[src/hdl/scfe_pkg.sv]
// ----------------------------------------------------------------------------
// scfe_pkg: servo command frame encoder shared types and constants
// Request and frame byte payloads, action codes, frame bytes and sizes.
// ----------------------------------------------------------------------------
package scfe_pkg;

	// action codes
	localparam logic [1:0] ACT_POS_WRITE = 2'd0;
	localparam logic [1:0] ACT_SET_ID    = 2'd1;
	localparam logic [1:0] ACT_POS_READ  = 2'd2;

	// configuration register indexes
	localparam logic REG_POS_MIN = 1'b0;
	localparam logic REG_POS_MAX = 1'b1;

	localparam logic [15:0] POS_MIN_RESET = 16'd96;
	localparam logic [15:0] POS_MAX_RESET = 16'd4000;

	// frame bytes
	localparam logic [7:0] SYNC_BYTE      = 8'hFF;
	localparam logic [7:0] BROADCAST_ID   = 8'hFE;
	localparam logic [7:0] LEN_POS_WRITE  = 8'h07;
	localparam logic [7:0] LEN_SHORT      = 8'h04;
	localparam logic [7:0] INSTR_WRITE    = 8'h03;
	localparam logic [7:0] INSTR_READ     = 8'h02;
	localparam logic [7:0] ADDR_GOAL_POS  = 8'h2A;
	localparam logic [7:0] ADDR_ID        = 8'h05;
	localparam logic [7:0] ADDR_PRES_POS  = 8'h38;
	localparam logic [7:0] READ_COUNT     = 8'h02;
	localparam logic [7:0] ID_LIMIT       = 8'd250;

	// sizes
	localparam int BODY_MAX  = 8;
	localparam int FRAME_MAX = BODY_MAX + 3;
	localparam int CNT_W     = $clog2(FRAME_MAX + 1);

	localparam logic [CNT_W-1:0] BODY_POS_WRITE = CNT_W'(8);
	localparam logic [CNT_W-1:0] BODY_SHORT     = CNT_W'(5);

	typedef struct packed {
		logic [1:0]  action;
		logic [7:0]  servo_id;
		logic [15:0] position;
		logic [15:0] move_time;
	} req_t;

	typedef struct packed {
		logic [7:0] tx_byte;
		logic       last_byte;
	} frm_t;

endpackage

[src/hdl/servo_command_frame_encoder.sv]
// ----------------------------------------------------------------------------
// servo_command_frame_encoder
// Turns one servo command request into a bus frame, sent one byte per
// transfer: FF FF, id, length, instruction, parameters, inverted checksum.
// ----------------------------------------------------------------------------
//
//  channel | direction | handshake             | payload
//  --------+-----------+-----------------------+------------------------------
//  req     | in        | req_valid / req_ready | req_t: action, id, pos, time
//  frm     | out       | frm_valid / frm_ready | frm_t: tx_byte, last_byte
//  cfg     | in        | cfg_we                | cfg_index, cfg_data (16 bit)
//
// A request is captured in the input register, its whole frame (bytes and
// checksum) is built combinationally and loaded into the frame shift register,
// then one byte leaves per cycle while frm_ready is high: 11 bytes for a
// position write, 8 for the other actions; a rejected request yields no
// transfer. The frame register length sets the rate: the next frame loads in
// the cycle its predecessor's last byte is taken, so frames go out back to
// back. Reset clears the valid flags and the byte count and loads the
// limits with 96 and 4000.
// A stall on frm holds the frame register and, through it, the input register.
// ----------------------------------------------------------------------------
module servo_command_frame_encoder
	import scfe_pkg::*;
(
	input  logic        clk,
	input  logic        arst_n,
	input  logic        cfg_we,
	input  logic        cfg_index,
	input  logic [15:0] cfg_data,
	input  logic        req_valid,
	output logic        req_ready,
	input  req_t        req,
	output logic        frm_valid,
	input  logic        frm_ready,
	output frm_t        frm
);

	// configuration limits
	logic [15:0] pos_min_q;
	logic [15:0] pos_max_q;

	always_ff @(posedge clk or negedge arst_n) begin
		if (!arst_n) begin
			pos_min_q <= POS_MIN_RESET;
			pos_max_q <= POS_MAX_RESET;
		end else if (cfg_we) begin
			unique case (cfg_index)
				REG_POS_MIN: pos_min_q <= cfg_data;
				REG_POS_MAX: pos_max_q <= cfg_data;
				default: ;
			endcase
		end
	end

	// frame register: remaining byte count, bytes shift toward slot 0
	logic [CNT_W-1:0] cnt_q;
	logic [7:0]       frame_q [FRAME_MAX];

	logic out_fire;
	logic load;

	assign frm_valid     = (cnt_q != '0);
	assign out_fire      = frm_valid && frm_ready;
	assign frm.tx_byte   = frame_q[0];
	assign frm.last_byte = (cnt_q == CNT_W'(1));

	// input register
	logic valid_s1;
	req_t req_s1;
	logic slot_free;

	// the frame register takes a new frame when empty or on its final transfer
	assign slot_free = (cnt_q == '0) || (cnt_q == CNT_W'(1) && frm_ready);
	assign load      = valid_s1 && slot_free;
	assign req_ready = !valid_s1 || slot_free;

	always_ff @(posedge clk or negedge arst_n) begin
		if (!arst_n) begin
			valid_s1 <= 1'b0;
		end else if (req_ready) begin
			valid_s1 <= req_valid;
		end
	end

	always_ff @(posedge clk) begin
		if (req_ready && req_valid) begin
			req_s1 <= req;
		end
	end

	// frame build from the input register
	logic             id_ok;
	logic             pos_ok;
	logic [7:0]       body [BODY_MAX];
	logic [CNT_W-1:0] body_len;
	logic [7:0]       chk_sum;
	logic [7:0]       chk;
	logic [CNT_W-1:0] frame_len;
	logic [7:0]       frame_d [FRAME_MAX];

	assign id_ok  = (req_s1.servo_id != 8'd0) && (req_s1.servo_id <= ID_LIMIT);
	assign pos_ok = (req_s1.position >= pos_min_q) && (req_s1.position <= pos_max_q);

	always_comb begin
		for (int i = 0; i < BODY_MAX; i++) begin
			body[i] = 8'h00;
		end
		body_len = '0;
		unique case (req_s1.action)
			ACT_POS_WRITE: begin
				body[0]  = req_s1.servo_id;
				body[1]  = LEN_POS_WRITE;
				body[2]  = INSTR_WRITE;
				body[3]  = ADDR_GOAL_POS;
				body[4]  = req_s1.position[15:8];
				body[5]  = req_s1.position[7:0];
				body[6]  = req_s1.move_time[15:8];
				body[7]  = req_s1.move_time[7:0];
				body_len = pos_ok ? BODY_POS_WRITE : '0;
			end
			ACT_SET_ID: begin
				body[0]  = BROADCAST_ID;
				body[1]  = LEN_SHORT;
				body[2]  = INSTR_WRITE;
				body[3]  = ADDR_ID;
				body[4]  = req_s1.servo_id;
				body_len = id_ok ? BODY_SHORT : '0;
			end
			ACT_POS_READ: begin
				body[0]  = req_s1.servo_id;
				body[1]  = LEN_SHORT;
				body[2]  = INSTR_READ;
				body[3]  = ADDR_PRES_POS;
				body[4]  = READ_COUNT;
				body_len = id_ok ? BODY_SHORT : '0;
			end
			default: body_len = '0;
		endcase
	end

	// unused body slots are zero, so summing all of them is harmless
	always_comb begin
		chk_sum = 8'h00;
		for (int i = 0; i < BODY_MAX; i++) begin
			chk_sum = chk_sum + body[i];
		end
	end

	assign chk       = ~chk_sum;
	assign frame_len = (body_len == '0) ? '0 : body_len + CNT_W'(3);

	// two sync bytes, the body, then the checksum right after the last body byte
	always_comb begin
		frame_d[0] = SYNC_BYTE;
		frame_d[1] = SYNC_BYTE;
		for (int i = 0; i < BODY_MAX; i++) begin
			if (CNT_W'(i) < body_len) begin
				frame_d[i + 2] = body[i];
			end else if (CNT_W'(i) == body_len) begin
				frame_d[i + 2] = chk;
			end else begin
				frame_d[i + 2] = 8'h00;
			end
		end
		frame_d[FRAME_MAX - 1] = (body_len == BODY_POS_WRITE) ? chk : 8'h00;
	end

	always_ff @(posedge clk or negedge arst_n) begin
		if (!arst_n) begin
			cnt_q <= '0;
		end else if (load) begin
			cnt_q <= frame_len;
		end else if (out_fire) begin
			cnt_q <= cnt_q - CNT_W'(1);
		end
	end

	always_ff @(posedge clk) begin
		if (load) begin
			frame_q <= frame_d;
		end else if (out_fire) begin
			for (int i = 0; i < FRAME_MAX - 1; i++) begin
				frame_q[i] <= frame_q[i + 1];
			end
			frame_q[FRAME_MAX - 1] <= 8'h00;
		end
	end

`ifndef ASSERT_OFF
	a_cnt_range: assert property (@(posedge clk) disable iff (!arst_n)
		cnt_q <= CNT_W'(FRAME_MAX))
		else $error("frame byte count beyond frame size");

	a_empty_ready: assert property (@(posedge clk) disable iff (!arst_n)
		(cnt_q == '0) |-> req_ready)
		else $error("request stalled with empty frame register");

	a_last_ends: assert property (@(posedge clk) disable iff (!arst_n)
		(out_fire && frm.last_byte && !load) |=> !frm_valid)
		else $error("bytes continue after last byte without a new frame");

	a_hold_on_stall: assert property (@(posedge clk) disable iff (!arst_n)
		(frm_valid && !frm_ready) |=> ($stable(cnt_q) && $stable(frm.tx_byte)))
		else $error("frame register moved during a stall");
`endif

endmodule
[config.mk]
export PLATFORM = sky130hd
export DESIGN_NAME = servo_command_frame_encoder
export DESIGN_NICKNAME = d
export VERILOG_FILES = /design/src/hdl/scfe_pkg.sv /design/src/hdl/servo_command_frame_encoder.sv
export SDC_FILE = /design/constraint.sdc
export NUM_CORES = 1
export LEC_CHECK = 0
export ABC_AREA = 1
export BUFFER_PORTS_ARGS = -buffer_cell sky130_fd_sc_hd__buf_2
export CAP_MARGIN = 0
export CORE_AREA = 2 2 148 150
export DETAILED_ROUTE_END_ITERATION = 7
export DIE_AREA = 0 0 150 152
export PLACE_DENSITY = 0.7
export RECOVER_POWER = 50
export SETUP_SLACK_MARGIN = 0.4
export SYNTH_ARGS = -nofsm -noshare
export SYNTH_HDL_FRONTEND = slang
export SYNTH_SLANG_ARGS = --single-unit
[constraint.sdc]
create_clock -name clk -period 5.53 [get_ports clk]
set_input_delay 1.106 -clock clk [delete_from_list [all_inputs] [get_ports clk]]
set_output_delay 1.106 -clock clk [all_outputs]
set_load 0.05 [all_outputs]
==> results by group <==
Run status
  – Status: finished, violations left
  – Failing checks: max-capacitance violations, max-slew violations

Global routing
  – Largest net degree at the start of global routing: 88
  – Antenna violations before repair: 0
  – Vias in the first global route: roughly 6,600
  – First-pass GRT wire length: ~34,000 um
  – Global Route Usage Sum: 0.195
  – GR Overflow Total: 0

Yosys
  – Top cells by area, synth: edfxtp_1, nand2_1, ha_1
  – Post-synthesis register bit count: between 150 and 200
  – Ys async rst share: 0.222
  – Mapped Area: 9400 um^2
  – Top_reg_cell synth: edfxtp_1
  – Cells after Synth: 986
  – Synth cell count leaders: nand2_1, inv_1, edfxtp_1
  – Syn_area_per_cell: between 9 and 10 um^2
  – Synth Net Count: roughly 1,100
  – Post-synth top area share: 0.364
  – Top-count cell post-synth: nand2_1
  – Yosys top cell by area: edfxtp_1
  – Synth Warn #: 0
  – Yosys cell types: 48
  – Post-synthesis sequential area ratio: 0.498
  – Number of synthesized flops with an enable pin: 114

Die
  – Initial core utilization: 0.440
  – Die Area: ~23,000 um^2
  – Num ports: 75
  – Die X: 150 um
  – # rows: 54
  – Die Ht: between 150 and 200 um
  – Core area: approximately 21,000 um^2

Drt
  – Drt total wl: around 21,000 um
  – WL/cell: ~16 um
  – Drt drc: 0
  – DRT Pass-1 Iters: 6
  – Post-route ant nets: 0
  – Vias per cell: approximately 5
  – DRT iter0 DRCs: around 530
  – Via count of the routed design: 6,762

Pwr
  – Power per cell area: 641 nW/um^2
  – Max IR drop VDD: 0.334 mV
  – Leak Pwr: just under 0.005 uW

Timing
  – Setup TNS: 0 ns
  – Hold slack: approximately 0.48 ns
  – Rel. slew slack: -0.815
  – Crit share post-route: 0.884
  – Final hold viol count: 0
  – Clock skew: between 0.01 and 0.015 ns
  – Slew @ Worst Pin: between 2 and 3 ns
  – Fmax: between 200 and 250 MHz
  – Setup Viol. Count Final: 0
  – Post-layout minimum cycle time: 4.89 ns
  – RSZ-0062 raised after global routing: false
  – Pins Over Slew Limit: a little over 100

Clock tree
  – TritonCTS clock tree: yes
  – Clock root buffer: clkbuf_16
  – Clock transition at path regs: 0.07 ns
  – TritonCTS buffer count: 17
  – CTS H-Tree Depth: 4
  – Worst-skew pair later-pin latency: 0.44 ns
  – CTS Sinks: between 150 and 200
  – Max Root-Sink Buffers: 2
  – Hold-fix buffers, CTS: 0

Layout
  – Area grow syn2layout: 12.3%
  – Diodes inserted: 0
  – Fin cells: between 1,000 and 1,500
  – Share of cells above drive strength 1: 0.139
  – Nets: approximately 1,200

Worst hold path
  – Hold crit path type: flop to flop
  – Hold Startpoint: frm[3]$_SDFFE_PP1P_

Critical path
  – CP max stage cell: edfxtp_1
  – Crit Path Class: flop to flop
  – Crit path buffers/inverters: 4
  – Critical-path maximum fanout: 7
  – Required time of the worst setup path: 5.80 ns
  – CP delay by family, top: adder cells
  – Nature of the critical path startpoint: flop
  – RR Startpoint: req_s1[40]$_DFFE_PP_
  – Critical path launch point: req_s1[40]$_DFFE_PP_
  – CP peak stage delay: ~0.52 ns
  – CP Cell Sequence: inv_4 -> ha_4 -> inv_1 -> nor2_4 -> buf_4 -> nand2_1 -> o31ai_1 -> buf_4 -> fa_1 -> fa_1 -> fa_1 -> ha_1 -> ha_1 -> nand2_1 -> nand2_1 -> a31o_2 -> xor2_1 -> a22oi_1 -> o21ai_0
  – Crit path capture type: flop
  – Worst Path Arrival: slightly above 5 ns

Placed design
  – GP Congestion: 0.894
  – Dpl hpwl: ~15,000 um
  – Cell count after placement: about 1,300
  – Port Buffers: 74

Flow run
  – Max_cap viols: 3
-- logic make-up after synthesis --
| kind of cell | synth area share |
|---|---|
| AND/OR/NAND/NOR | 0.178 |
| buffers and inverters | 0.0888 |
| flip-flops | 0.498 |
| AO/OA/AOI/OAI | 0.0918 |
| adder cells (fa/ha/maj) | 0.136 |
| XOR/XNOR | 0.00745 |
-- timing repair --
action,in CTS,in global routing
gates resized for setup,4,9
endpoints found under the setup margin,13,18
buffers inserted,0,3
pin swaps,0,2
-- sequential cells by signal, summed over array words and instances (netlist names) --
signal and count:
valid_s1 1, pos_min_q 16, frm 8, pos_max_q 16, frame_q 80, cnt_q 4
req_s1 42
-- routing by layer --
metal | GRT usage | share of wire | vias up
met5 | 0 | 0 | -
met4 | 0.0692 | 0.026 | 0
met3 | 0.0357 | 0.045 | 41
met2 | 0.311 | 0.48 | 172
met1 | 0.268 | 0.45 | 3205
li1 | - | - | 3344
-- worst reg2reg max path: cells and delay by family (launching register included) --
family / cells / cell delay [ns]
AO/OA/AOI/OAI: 4 / 0.68
AND/OR/NAND/NOR: 4 / 0.34
adder cells (fa/ha/maj): 6 / 2.27
flip-flops: 1 / 0.52
buffers and inverters: 4 / 0.58
XOR/XNOR: 1 / 0.33
-- layout by cell type, fill, tap and decap left out, drive strengths merged --
master  Yosys  layout
nand2     265     265
inv       149     156
edfxtp    114     114
buf        29      68
o21ai      61      61
nand3      61      61
ha         59      59
nor2       58      58
a21oi      40      40
clkbuf     12      37
dfrtp      29      29
fa         27      27
dfxtp      16      16
o31ai      16      16
dfstp       8       8
xor2        6       6
clkinv      0       5
nand4       4       4
a22oi       4       4
a21o        3       3
a31oi       3       3
o311ai      3       3
nand3b      3       3
or2         2       2
a32oi       2       2
nor3        2       2
xnor2       2       2
o211ai      1       1
a21boi      1       1
a32o        1       1
nor3b       1       1
nand2b      1       1
a31o        1       1
o22ai       1       1
o22a        1       1
-- power breakdown --
group	switching (uW)	internal, uW
combinational	2320	1220
clock	535	653
sequential	179	1860
-- layout make-up --
class | count | area, um^2
clock buffer | 20 | 489
clock inverter | 12 | 100
fill | 2049 | 10800
inverter | 149 | 564
multi-input combinational | 629 | 3940
sequential | 167 | 4680
tap | 280 | 350
timing repair buffer | 85 | 429
-- metrics by stage --
stage               instance area (um^2)  worst slack (ns)  power, uW   util
finish                             10600             0.642       6770  0.494
global route                       10600             0.400       7340  0.494
global placement                    9920             0.360       5450  0.464
CTS                                10500             0.443       6720  0.493
floorplan                           9400             0.495       4680      -
detailed placement                  9920             0.169       5500  0.464
-- path summary, 6_finish.rpt --
kind / endpoint / slack (ns) / depth (start not counted)
worst min-delay path: frm[3]$_SDFFE_PP1P_ / 0.48 / 2
worst min register to register: frm[3]$_SDFFE_PP1P_ / 0.48 / 2
min in group asynchronous: pos_min_q[7]$_DFFE_PN0P_ / 1.23 / 1
max in group asynchronous: cnt_q[1]$_DFFE_PN0P_ / 3.14 / 1
worst max register to register: frame_q[68]$_DFFE_PP_ / 0.64 / 19
worst max-delay path: frame_q[68]$_DFFE_PP_ / 0.64 / 19
Power figures use the tool's default switching activity.
